===== config.mk =====
export PLATFORM = sky130hd
export DESIGN_NAME = nmea_sentence_checksum_framer
export DESIGN_NICKNAME = d
export VERILOG_FILES = /design/src/nsf_pkg.sv /design/src/nsf_front.sv /design/src/nsf_queue.sv /design/src/nsf_back.sv /design/src/nmea_sentence_checksum_framer.sv
export SDC_FILE = /design/constraint.sdc
export NUM_CORES = 1
export LEC_CHECK = 0
export ABC_AREA = 1
export ABC_CLOCK_PERIOD_IN_PS = 2590
export BUFFER_PORTS_ARGS = -buffer_cell sky130_fd_sc_hd__buf_2
export CORE_AREA = 4 4 117 231
export CTS_BUF_LIST = sky130_fd_sc_hd__clkbuf_8
export CTS_CLUSTER_DIAMETER = 40
export DETAILED_ROUTE_END_ITERATION = 8
export DIE_AREA = 0 0 121 235
export PLACE_DENSITY = 0.4
export SYNTH_ARGS = -nofsm -noshare
export SYNTH_HDL_FRONTEND = slang
export SYNTH_SLANG_ARGS = --single-unit

===== constraint.sdc =====
create_clock -name clk -period 2.59 [get_ports clk]
set_clock_uncertainty 0.05 [all_clocks]
set_input_delay 0.1295 -clock clk [delete_from_list [all_inputs] [get_ports clk]]
set_output_delay 0.1295 -clock clk [all_outputs]
set_load 0.02 [all_outputs]

===== src/nsf_pkg.sv =====
// Shared types, character codes and helpers for the NMEA sentence checksum framer.
package nsf_pkg;

  localparam int unsigned RING_DEPTH_DEFAULT = 256;
  localparam int unsigned QUEUE_DEPTH = 2;

  localparam logic [7:0]  CH_DOLLAR        = 8'h24;
  localparam logic [7:0]  CH_STAR          = 8'h2A;
  localparam logic [7:0]  CH_ZERO          = 8'h30;
  localparam logic [7:0]  CH_NINE          = 8'h39;
  localparam logic [15:0] HEX_ALPHA_OFFSET = 16'h0037;
  localparam logic [15:0] WORD_GOOD        = 16'h002A;
  localparam logic [15:0] BAD_MARK         = 16'hFF00;
  localparam logic [15:0] WORD_ETX         = 16'h0003;

  // One unit of work handed from the front to the back.
  typedef struct packed {
    logic       close;   // 1: flag write plus end marker, 0: payload write
    logic [7:0] addr;    // payload slot, or the reserved flag slot
    logic [7:0] data;    // payload byte
    logic [7:0] addr2;   // end-marker slot
    logic       good;    // checksum verdict
  } cmd_t;

  // Checksum character to its digit value, modulo 2^16.
  function automatic logic [15:0] digit_value(input logic [7:0] c);
    logic [15:0] v;
    if (c >= CH_ZERO && c <= CH_NINE) begin
      v = {8'h00, c} - {8'h00, CH_ZERO};
    end else begin
      v = {8'h00, c} - HEX_ALPHA_OFFSET;
    end
    return v;
  endfunction

endpackage


===== src/nsf_front.sv =====
// Front end: accepts bytes, tracks sentence phase and checksum, issues ring commands.
module nsf_front #(
  parameter int unsigned RING_DEPTH = nsf_pkg::RING_DEPTH_DEFAULT
) (
  input  logic          clk,
  input  logic          rst,
  input  logic          s_tvalid,
  output logic          s_tready,
  input  logic [7:0]    s_tdata,
  input  logic          q_full,
  output logic          push,
  output nsf_pkg::cmd_t push_cmd
);
  import nsf_pkg::*;

  localparam int unsigned PW = (RING_DEPTH > 1) ? $clog2(RING_DEPTH) : 1;
  localparam logic [PW-1:0] PTR_LAST = PW'(RING_DEPTH - 1);

  typedef enum logic [1:0] {
    PH_HUNT,
    PH_PAYLOAD,
    PH_DIGITS
  } phase_t;

  phase_t        phase;
  logic [7:0]    running_xor;
  logic [15:0]   received_sum;
  logic          hex_digit_count;
  logic [PW-1:0] write_pointer;
  logic [PW-1:0] flag_slot;

  logic          accept;
  logic [PW-1:0] ptr_next;
  logic [15:0]   sum_next;
  logic          good;
  logic [PW+7:0] ptr_ext;
  logic [PW+7:0] flag_ext;

  assign s_tready = !q_full;
  assign accept   = s_tvalid && s_tready;
  assign ptr_next = (write_pointer == PTR_LAST) ? '0 : write_pointer + PW'(1);
  assign sum_next = {received_sum[11:0], 4'h0} + digit_value(s_tdata);
  assign good     = ({8'h00, running_xor} == sum_next);
  assign ptr_ext  = (PW + 8)'(write_pointer);
  assign flag_ext = (PW + 8)'(flag_slot);

  always_comb begin
    push           = 1'b0;
    push_cmd.close = 1'b0;
    push_cmd.addr  = ptr_ext[7:0];
    push_cmd.data  = s_tdata;
    push_cmd.addr2 = ptr_ext[7:0];
    push_cmd.good  = good;
    if (accept) begin
      case (phase)
        PH_PAYLOAD: push = (s_tdata != CH_STAR);
        PH_DIGITS: begin
          if (hex_digit_count) begin
            push           = 1'b1;
            push_cmd.close = 1'b1;
            push_cmd.addr  = flag_ext[7:0];
          end
        end
        default: push = 1'b0;
      endcase
    end
  end

  always_ff @(posedge clk) begin
    if (rst) begin
      phase           <= PH_HUNT;
      running_xor     <= '0;
      received_sum    <= '0;
      hex_digit_count <= 1'b0;
      write_pointer   <= '0;
      flag_slot       <= '0;
    end else if (accept) begin
      case (phase)
        PH_PAYLOAD: begin
          if (s_tdata == CH_STAR) begin
            phase <= PH_DIGITS;
          end else begin
            running_xor   <= running_xor ^ s_tdata;
            write_pointer <= ptr_next;
          end
        end
        PH_DIGITS: begin
          received_sum <= sum_next;
          if (!hex_digit_count) begin
            hex_digit_count <= 1'b1;
          end else begin
            hex_digit_count <= 1'b0;
            write_pointer   <= ptr_next;
            phase           <= PH_HUNT;
          end
        end
        default: begin
          phase <= PH_HUNT;
          if (s_tdata == CH_DOLLAR) begin
            running_xor     <= '0;
            received_sum    <= '0;
            hex_digit_count <= 1'b0;
            flag_slot       <= write_pointer;
            write_pointer   <= ptr_next;
            phase           <= PH_PAYLOAD;
          end
        end
      endcase
    end
  end

endmodule


===== src/nsf_queue.sv =====
// Small register FIFO that decouples the front end from the back end.
module nsf_queue (
  input  logic          clk,
  input  logic          rst,
  input  logic          push,
  input  nsf_pkg::cmd_t push_cmd,
  output logic          full,
  input  logic          pop,
  output logic          head_valid,
  output nsf_pkg::cmd_t head_cmd
);
  import nsf_pkg::*;

  localparam int unsigned QW = (QUEUE_DEPTH > 1) ? $clog2(QUEUE_DEPTH) : 1;
  localparam logic [QW-1:0] Q_LAST = QW'(QUEUE_DEPTH - 1);

  cmd_t        entries [QUEUE_DEPTH];
  logic [QW-1:0] wr_ptr;
  logic [QW-1:0] rd_ptr;
  logic [QW:0]   count;
  logic          do_push;
  logic          do_pop;

  assign full       = (count == (QW + 1)'(QUEUE_DEPTH));
  assign head_valid = (count != '0);
  assign head_cmd   = entries[rd_ptr];
  assign do_push    = push && !full;
  assign do_pop     = pop && head_valid;

  always_ff @(posedge clk) begin
    if (do_push) begin
      entries[wr_ptr] <= push_cmd;
    end
  end

  always_ff @(posedge clk) begin
    if (rst) begin
      wr_ptr <= '0;
      rd_ptr <= '0;
      count  <= '0;
    end else begin
      if (do_push) begin
        wr_ptr <= (wr_ptr == Q_LAST) ? '0 : wr_ptr + QW'(1);
      end
      if (do_pop) begin
        rd_ptr <= (rd_ptr == Q_LAST) ? '0 : rd_ptr + QW'(1);
      end
      case ({do_push, do_pop})
        2'b10:   count <= count + (QW + 1)'(1);
        2'b01:   count <= count - (QW + 1)'(1);
        default: count <= count;
      endcase
    end
  end

endmodule


===== src/nsf_back.sv =====
// Back end: turns queued commands into registered ring-write transactions.
module nsf_back (
  input  logic          clk,
  input  logic          rst,
  input  logic          head_valid,
  input  nsf_pkg::cmd_t head_cmd,
  output logic          pop,
  output logic          m_tvalid,
  input  logic          m_tready,
  output logic [31:0]   m_tdata,
  output logic          m_tlast
);
  import nsf_pkg::*;

  typedef enum logic {
    ST_FIRST,
    ST_SECOND
  } state_t;

  state_t     state;
  logic [7:0] etx_addr;
  logic       etx_good;
  logic       out_free;
  logic [15:0] flag_word;

  assign out_free  = !m_tvalid || m_tready;
  assign pop       = out_free && (state == ST_FIRST) && head_valid;
  assign flag_word = head_cmd.good ? WORD_GOOD : (WORD_GOOD | BAD_MARK);

  always_ff @(posedge clk) begin
    if (rst) begin
      state    <= ST_FIRST;
      m_tvalid <= 1'b0;
      m_tdata  <= '0;
      m_tlast  <= 1'b0;
      etx_addr <= '0;
      etx_good <= 1'b0;
    end else if (out_free) begin
      case (state)
        ST_SECOND: begin
          m_tvalid <= 1'b1;
          m_tdata  <= {6'b0, etx_good, 1'b1, WORD_ETX, etx_addr};
          m_tlast  <= 1'b1;
          state    <= ST_FIRST;
        end
        default: begin
          m_tvalid <= head_valid;
          if (head_valid) begin
            if (head_cmd.close) begin
              m_tdata  <= {6'b0, head_cmd.good, 1'b1, flag_word, head_cmd.addr};
              m_tlast  <= 1'b0;
              etx_addr <= head_cmd.addr2;
              etx_good <= head_cmd.good;
              state    <= ST_SECOND;
            end else begin
              m_tdata <= {6'b0, 1'b0, 1'b0, 8'h00, head_cmd.data, head_cmd.addr};
              m_tlast <= 1'b1;
            end
          end
        end
      endcase
    end
  end

endmodule


===== src/nmea_sentence_checksum_framer.sv =====
// Top level of the NMEA sentence checksum framer: front end, command queue, back end.
// A byte that causes a write passes the command queue and the back end's output register.
// Throughput: one byte per cycle while the queue is not full; a closing byte yields two
// ring writes; the back end emits one per cycle when not stalled, from a two-entry queue.
// Reset (rst, synchronous, active high) returns to hunting with pointer, slot and sums zero,
// and empties the queue and the output register.
module nmea_sentence_checksum_framer #(
  parameter int unsigned RING_DEPTH = nsf_pkg::RING_DEPTH_DEFAULT
) (
  input  logic        clk,
  input  logic        rst,
  // Input transaction: one received character.
  input  logic        s_tvalid,
  output logic        s_tready,
  input  logic [7:0]  s_tdata,   // [7:0] rx_byte
  // Output transaction: one ring write.
  output logic        m_tvalid,
  input  logic        m_tready,
  output logic [31:0] m_tdata,   // [7:0] write_address, [23:8] write_word,
                                 // [24] sentence_done, [25] checksum_good, [31:26] zero
  output logic        m_tlast    // last write caused by the input byte
);
  import nsf_pkg::*;

  // The front end owns all sentence state: phase, running XOR, received sum,
  // write pointer and the reserved flag slot. It turns each accepted byte into
  // at most one command. It stalls only when the queue is full.
  logic q_full;
  logic push;
  cmd_t push_cmd;

  // The queue lets the back end emit both writes of a closing command while
  // the front end keeps taking bytes.
  logic pop;
  logic head_valid;
  cmd_t head_cmd;

  nsf_front #(
    .RING_DEPTH (RING_DEPTH)
  ) u_front (
    .clk      (clk),
    .rst      (rst),
    .s_tvalid (s_tvalid),
    .s_tready (s_tready),
    .s_tdata  (s_tdata),
    .q_full   (q_full),
    .push     (push),
    .push_cmd (push_cmd)
  );

  nsf_queue u_queue (
    .clk        (clk),
    .rst        (rst),
    .push       (push),
    .push_cmd   (push_cmd),
    .full       (q_full),
    .pop        (pop),
    .head_valid (head_valid),
    .head_cmd   (head_cmd)
  );

  // The back end holds the output register: a payload command becomes one
  // transaction, a closing command becomes the flag write into the reserved
  // slot followed by the end marker after the payload.
  nsf_back u_back (
    .clk        (clk),
    .rst        (rst),
    .head_valid (head_valid),
    .head_cmd   (head_cmd),
    .pop        (pop),
    .m_tvalid   (m_tvalid),
    .m_tready   (m_tready),
    .m_tdata    (m_tdata),
    .m_tlast    (m_tlast)
  );

endmodule


==> metrics.txt, run 1 <==
WHS 0.0866 ns; hold violation count in the final report 0; Synth-to-Final Area Change 26.2%; Initial Util 0.249; Leakage 3.30 nW; clock-pin transition on the worst setup and hold timing paths 0.06 ns; GR Overflow Total 0; dpl hpwl 13000 um; Int Power 0.00393 W; RSZ-0062 raised after global routing yes; #FFs+latches synth 127; share of layout cells above drive strength 1 0.226; fin. max-slew vios 0; Sink Count 127; Setup crit start kind input port; CP Buf/Inv Count 5; Worst setup EP type register; status finished, violations left; fin util 0.314; Comb pwr share 0.313; Tot Pwr 0.00612 W; Antenna Diode Count 0; most frequent cells in the layout 191 x nand2_1, 80 x buf_4, 79 x inv_1; switching share of power 0.358; crit path time final 2.60 ns; slew margin rel. 0.630; CP startpoint s_tdata[1]; post-synthesis async set-or-reset flop share 0; Power Density 776 mW/mm^2; initial antenna violation count 0; worst skew pair latency 0.44 ns; DP Worst Slack -0.603 ns; number of iterations in the first detailed-routing pass 4; CP Data Arrival Time 2.84 ns; die span in y 235 um; Routed Antenna Nets 0; Rows 82; via count 5265; CP Class input port to register; fin crit share 1.00; Worst Hold Class input port to register; number of buffers created by CTS 17; Netlist cell types 45; Synth Instances 763; Total GRT Usage 0.128; die area 0.0284 sq mm; CTS Buffer Depth 2; commonest non-fill, non-tap cell in the layout nand2_1; clock power share 0.281; Critical Path Most Common Cell nand2_1; largest net degree at the start of global routing 35; Layout Nets 916; port buffer count 40; drt drc 0; top_reg_cell synth dfxtp_1; max incr delay on CP 0.37 ns; Reg power frac 0.405; Top delay family on crit path simple AND/OR/NAND/NOR gates; largest fanout on the critical path 5; crit-path cells buf_8 -> clkinvlp_4 -> ha_4 -> o21ai_2 -> nand2_2 -> nand3_4 -> nand2_4 -> xor2_2 -> inv_1 -> ha_2 -> inv_2 -> fa_1 -> inv_1 -> nand3_1 -> nand2_1 -> nand2_1 -> nand2_2 -> nand2_1 -> nand3_1 -> nand2_1 -> nor2_1 -> nand3_2 -> nor2_4; worst slew pin tran 0.550 ns; failing checks negative setup slack; max_cap viols 0; Via density 4.28; wire per inst 14.1 um; Reg-to-Reg Start u_queue.count[0]; fin area 0.00789 sq mm; placed instance area 0.00725 sq mm; VDD IR max 0.000260 V; GP Congestion 0.779; TritonCTS clock tree yes; Root Driver clkbuf_8; IO Pins 47; Core ar. 0.0251 sq mm; global-route wire length before repair 27700 um; Synth Area per Inst 8.20 sq um; critical path's slowest cell fa_1; Worst Hold Launch s_tdata[3]; Mapped Area 0.00625 sq mm; final setup margin -0.00981 ns; setup violators final 2; Initial DRC Count 213; Ys Warns 0; number of synthesized flops with an enable pin 52; Fmax achieved 385 MHz; vias in the first global route 5326; final WL 17300 um; width of the die 121 um; htree depth 4; Data required, critical path 2.83 ns; sequential element share of the synthesized area 0.490; P_sw 0.00219 W
==> cell families (layout without fill, tap and decap cells) <==
logic type | after synthesis | after routing | share of synthesized area
compound gates | 150 | 150 | 0.132
xor+xnor | 8 | 8 | 0.0112
fa+ha+maj | 24 | 24 | 0.0492
buf+inv | 120 | 245 | 0.0842
flops | 127 | 127 | 0.490
mux | 1 | 1 | 0.00160
other cells | 1 | 6 | 0.000600
simple gates | 332 | 332 | 0.232
==> path summary, 6_finish.rpt <==
| path | slack [ns] | cells after the start | endpoint |
|---|---|---|---|
| min | 0.09 | 2 | u_queue.entries[0][12] |
| max | -0.01 | 23 | u_queue.entries[0][0] |
| max reg2reg | 0.36 | 11 | u_queue.count[1] |
| min reg2reg | 0.40 | 2 | u_front.flag_slot[7] |
==> power by group through the flow <==
stage	Clock, W	Sequential [W]	Combinational, W
CTS	0.00180	0.00248	0.00197
global route	0.00188	0.00251	0.00220
detailed placement	0	0.00253	0.00193
floorplan	0	0.00261	0.00116
global placement	0	0.00252	0.00192
finish	0.00172	0.00248	0.00192
==> layout make-up <==
| cell class | count | area, sq um |
|---|---|---|
| Timing Repair Buffer | 128 | 897 |
| Sequential cell | 127 | 3060 |
| Clock inverter | 15 | 155 |
| Inverter | 85 | 329 |
| Clock buffer | 17 | 234 |
| Tap cell | 336 | 420 |
| Fill cell | 2689 | 17200 |
| Multi-Input combinational cell | 521 | 2790 |
==> layer usage <==
metal / vias up / routed length, um / GRT usage
met5: - / 0 / 0
met4: 0 / 458 / 0.0543
met3: 23 / 396 / 0.0243
met2: 66 / 10300 / 0.258
met1: 2437 / 6160 / 0.119
li1: 2739 / - / -
==> registers in the layout, summed over array words and instances (netlist names), named ones only <==
name                     cells
u_queue.wr_ptr               1
u_queue.entries             52
u_front.received_sum        12
u_back.m_tvalid              1
u_back.m_tlast               1
u_back.etx_good              1
u_back.m_tdata              19
u_queue.count                2
u_front.flag_slot            8
u_front.phase                2
u_front.write_pointer        8
u_front.hex_digit_count      1
u_front.running_xor          8
u_back.etx_addr              8
u_back.state                 1
u_queue.rd_ptr               1
==> stage by stage <==
| step | std cells | setup TNS (ns) |
|---|---|---|
| after global routing | 1229 | -0.367 |
| after CTS | 1227 | 0 |
| after floorplan | 768 | -0.384 |
| after global placement | 1183 | -2.22 |
| after detailed placement | 1183 | -2.34 |
| final | 1229 | -0.0196 |
==> worst reg2reg max path, delay by kind of cell (launching register included) <==
kind,cells,cell delay (ns)
AOI/OAI and AO/OA,1,0.11
adders and majority gates,1,0.35
and+or+nand+nor,7,0.99
DFF,1,0.39
buffers and inverters,2,0.20
==> synthesized netlist by cell type (3+ instances only) <==
| cell | instances | area [sq um] |
|---|---|---|
| a211oi_1 | 8 | 60.1 |
| a21oi_1 | 61 | 305 |
| a31oi_1 | 11 | 68.8 |
| buf_2 | 3 | 15.0 |
| buf_4 | 13 | 97.6 |
| buf_6 | 3 | 33.8 |
| clkbuf_1 | 14 | 52.6 |
| dfxtp_1 | 75 | 1500 |
| edfxtp_1 | 52 | 1560 |
| ha_1 | 23 | 288 |
| inv_1 | 81 | 304 |
| inv_2 | 3 | 11.3 |
| nand2_1 | 195 | 732 |
| nand2_2 | 6 | 37.5 |
| nand3_1 | 30 | 150 |
| nand4_1 | 6 | 37.5 |
| nor2_1 | 61 | 229 |
| nor2_2 | 5 | 31.3 |
| nor2_4 | 3 | 33.8 |
| nor3_1 | 12 | 60.1 |
| o21ai_0 | 54 | 270 |
| o21ai_1 | 3 | 15.0 |
| o21ai_2 | 5 | 43.8 |
| xor2_1 | 7 | 61.3 |
==> what timing repair did <==
item                       CTS  global route
hold endpoints to repair    16             0
buffers inserted             4             2
hold buffers                 8             0
resized for setup           14            18
pin swaps                   11            11
setup endpoints to repair    2             3
(Power assumes the default switching activity.)
==> inputs of run 2 (changes only) <==
Settings changed: CTS_CLUSTER_SIZE from default to 28, PLACE_DENSITY 0.4 to default, PLACE_DENSITY_LB_ADDON from default to 0.15.
==> run 2 against run 1 <==
Compared with the run above: the flow still finishes with violations (negative setup slack); maximum frequency shrank 0.29%; count of clock-buffer cells in the layout is the same; non-clock buffer count up 3; sequential power barely moved; via count decreased by 1.4%; sequential share of layout area decreased by 0.098 points; utilization grew 0.080 points; largest power group unchanged; first-iteration DRC count up 13%; final area grew 0.25%; hold slack worse by 0.024 ns; global-route usage decreased by 0.16 points; setup slack lost 0.0077 ns; critical path type unchanged.
==> metrics.txt, run 2 (synthesis results as in run 1) <==
status finished, violations left; failing checks negative setup slack; worst slew pin tran 0.706 ns; Rows 82; width of the die 121 um; largest net degree at the start of global routing 35; via count 5190; setup_tns -0.0349 ns; Sink Count 127; die span in y 235 um; Fmax achieved 384 MHz; Initial DRC Count 241; hold violation count in the final report 0; share of layout cells above drive strength 1 0.232; port buffer count 40; CP Class input port to register; final setup margin -0.0175 ns; Root Driver clkbuf_8; switching share of power 0.361; global-route wire length before repair 27500 um; dpl hpwl 13200 um; max_cap viols 0; Core ar. 0.0251 sq mm; Reg power frac 0.402; CTS Buffer Depth 2; fin crit share 1.01; clock-pin transition on the worst setup and hold timing paths 0.08 ns; Synth-to-Final Area Change 26.5%; htree depth 4; Initial Util 0.249; Top Registers u_queue.entries x52, u_back.m_tdata x19, u_front.received_sum x12; VDD IR max 0.000402 V; die area 0.0284 sq mm; initial antenna violation count 0; RSZ-0062 raised after global routing yes; Tot Pwr 0.00617 W; Routed Antenna Nets 0; largest fanout on the critical path 4; met3 WL 350 um; DP Worst Slack -0.585 ns; Setup crit start kind input port; Data required, critical path 2.84 ns; max reg flops 52; Worst Hold Class input port to register; Top delay family on crit path simple AND/OR/NAND/NOR gates; drt drc 0; max incr delay on CP 0.35 ns; commonest non-fill, non-tap cell in the layout nand2_1; Leakage 3.33 nW; Layout Nets 919; Power Density 780 mW/mm^2; crit path time final 2.61 ns; Via density 4.21; fin. max-slew vios 0; Critical Path Most Common Cell nand2_1; top sig layer met4; Total GRT Usage 0.126; GR Overflow Total 0; GP Congestion 0.802; most frequent cells in the layout 191 x nand2_1, 83 x buf_4, 77 x inv_1; metal2 WL 10500 um; DRT met1 WL 6130 um; number of iterations in the first detailed-routing pass 4; placed cell count 1184; CP Buf/Inv Count 4; crit-path cells buf_8 -> clkinvlp_4 -> ha_1 -> o21ai_2 -> nand2_2 -> buf_4 -> buf_4 -> nand2_1 -> nor2_1 -> a31oi_1 -> ha_1 -> a21oi_1 -> nand2_1 -> or2_2 -> nand2_1 -> nand2_1 -> nor2_1 -> nand2_1 -> nor2_1 -> nand3_1 -> nor2_2; count of non-filler cells in the finished layout 1232; critical path's slowest cell ha_1; Largest Register u_queue.entries; wire per inst 14.0 um; Comb pwr share 0.307; final WL 17300 um; setup violators final 2; worst skew pair latency 0.44 ns; TritonCTS clock tree yes; WHS 0.0630 ns; clock power share 0.291; FILL cells 2740; IO Pins 47; Worst setup EP type register; slew margin rel. 0.529; P_sw 0.00223 W; vias in the first global route 5283; r2r setup slk 0.33 ns; Antenna Diode Count 0; number of buffers created by CTS 17; Int Power 0.00394 W; CP Data Arrival Time 2.85 ns
-- run 2: cell count changes in the layout (fill, tap and decap cells not counted), sizes merged --
cell / change
buf: +3
-- run 2: final cells by class --
| cell class | count | area (sq um) | share of cell area |
|---|---|---|---|
| clock buffers | 17 | 234 | 0.0296 |
| clock inverters | 15 | 170 | 0.0215 |
| flip-flops and latches | 127 | 3060 | 0.387 |
| repair buffers | 131 | 920 | 0.116 |
| inverters | 85 | 327 | 0.0413 |
| multi-input cells | 521 | 2780 | 0.351 |
| well taps | 336 | 420 | 0.0531 |
-- run 2: through the flow --
stage / area [sq um] / util
5_1_grt: 7910 / 0.315
3_5_place_dp: 7260 / 0.289
2_1_floorplan: 6290 / -
3_3_place_gp: 7260 / 0.289
4_1_cts: 7770 / 0.309
6_report: 7910 / 0.315
-- run 2: what timing repair did --
item                       4_1_cts  5_1_grt
pin swaps                        1       15
setup endpoints to repair        2        3
buffers inserted                 1        7
resized for setup                5       25
hold endpoints to repair        16        0
hold buffers                     8        0
-- run 2: final timing paths --
check | start | end | cells past startpoint
worst max-delay path | s_tdata[1] | u_queue.entries[1][0] | 21
worst max register to register | u_front.received_sum[0] | u_queue.entries[1][0] | 13
worst min register to register | u_front.flag_slot[7] | u_front.flag_slot[7] | 2
worst min-delay path | s_tdata[3] | u_queue.entries[1][12] | 2
-- run 2: power by group through the flow --
stage	Combinational, W	Clock, W	Sequential, W
2_1_floorplan	0.00116	0	0.00261
3_3_place_gp	0.00191	0	0.00253
3_5_place_dp	0.00191	0	0.00253
4_1_cts	0.00193	0.00187	0.00248
5_1_grt	0.00214	0.00196	0.00251
6_report	0.00190	0.00180	0.00248
-- run 2: metal layers --
layer  GRT usage  vias to the layer above
met5           0                        -
met4      0.0457                        0
met3      0.0238                       12
met2       0.262                       58
met1       0.115                     2377
li1            -                     2743
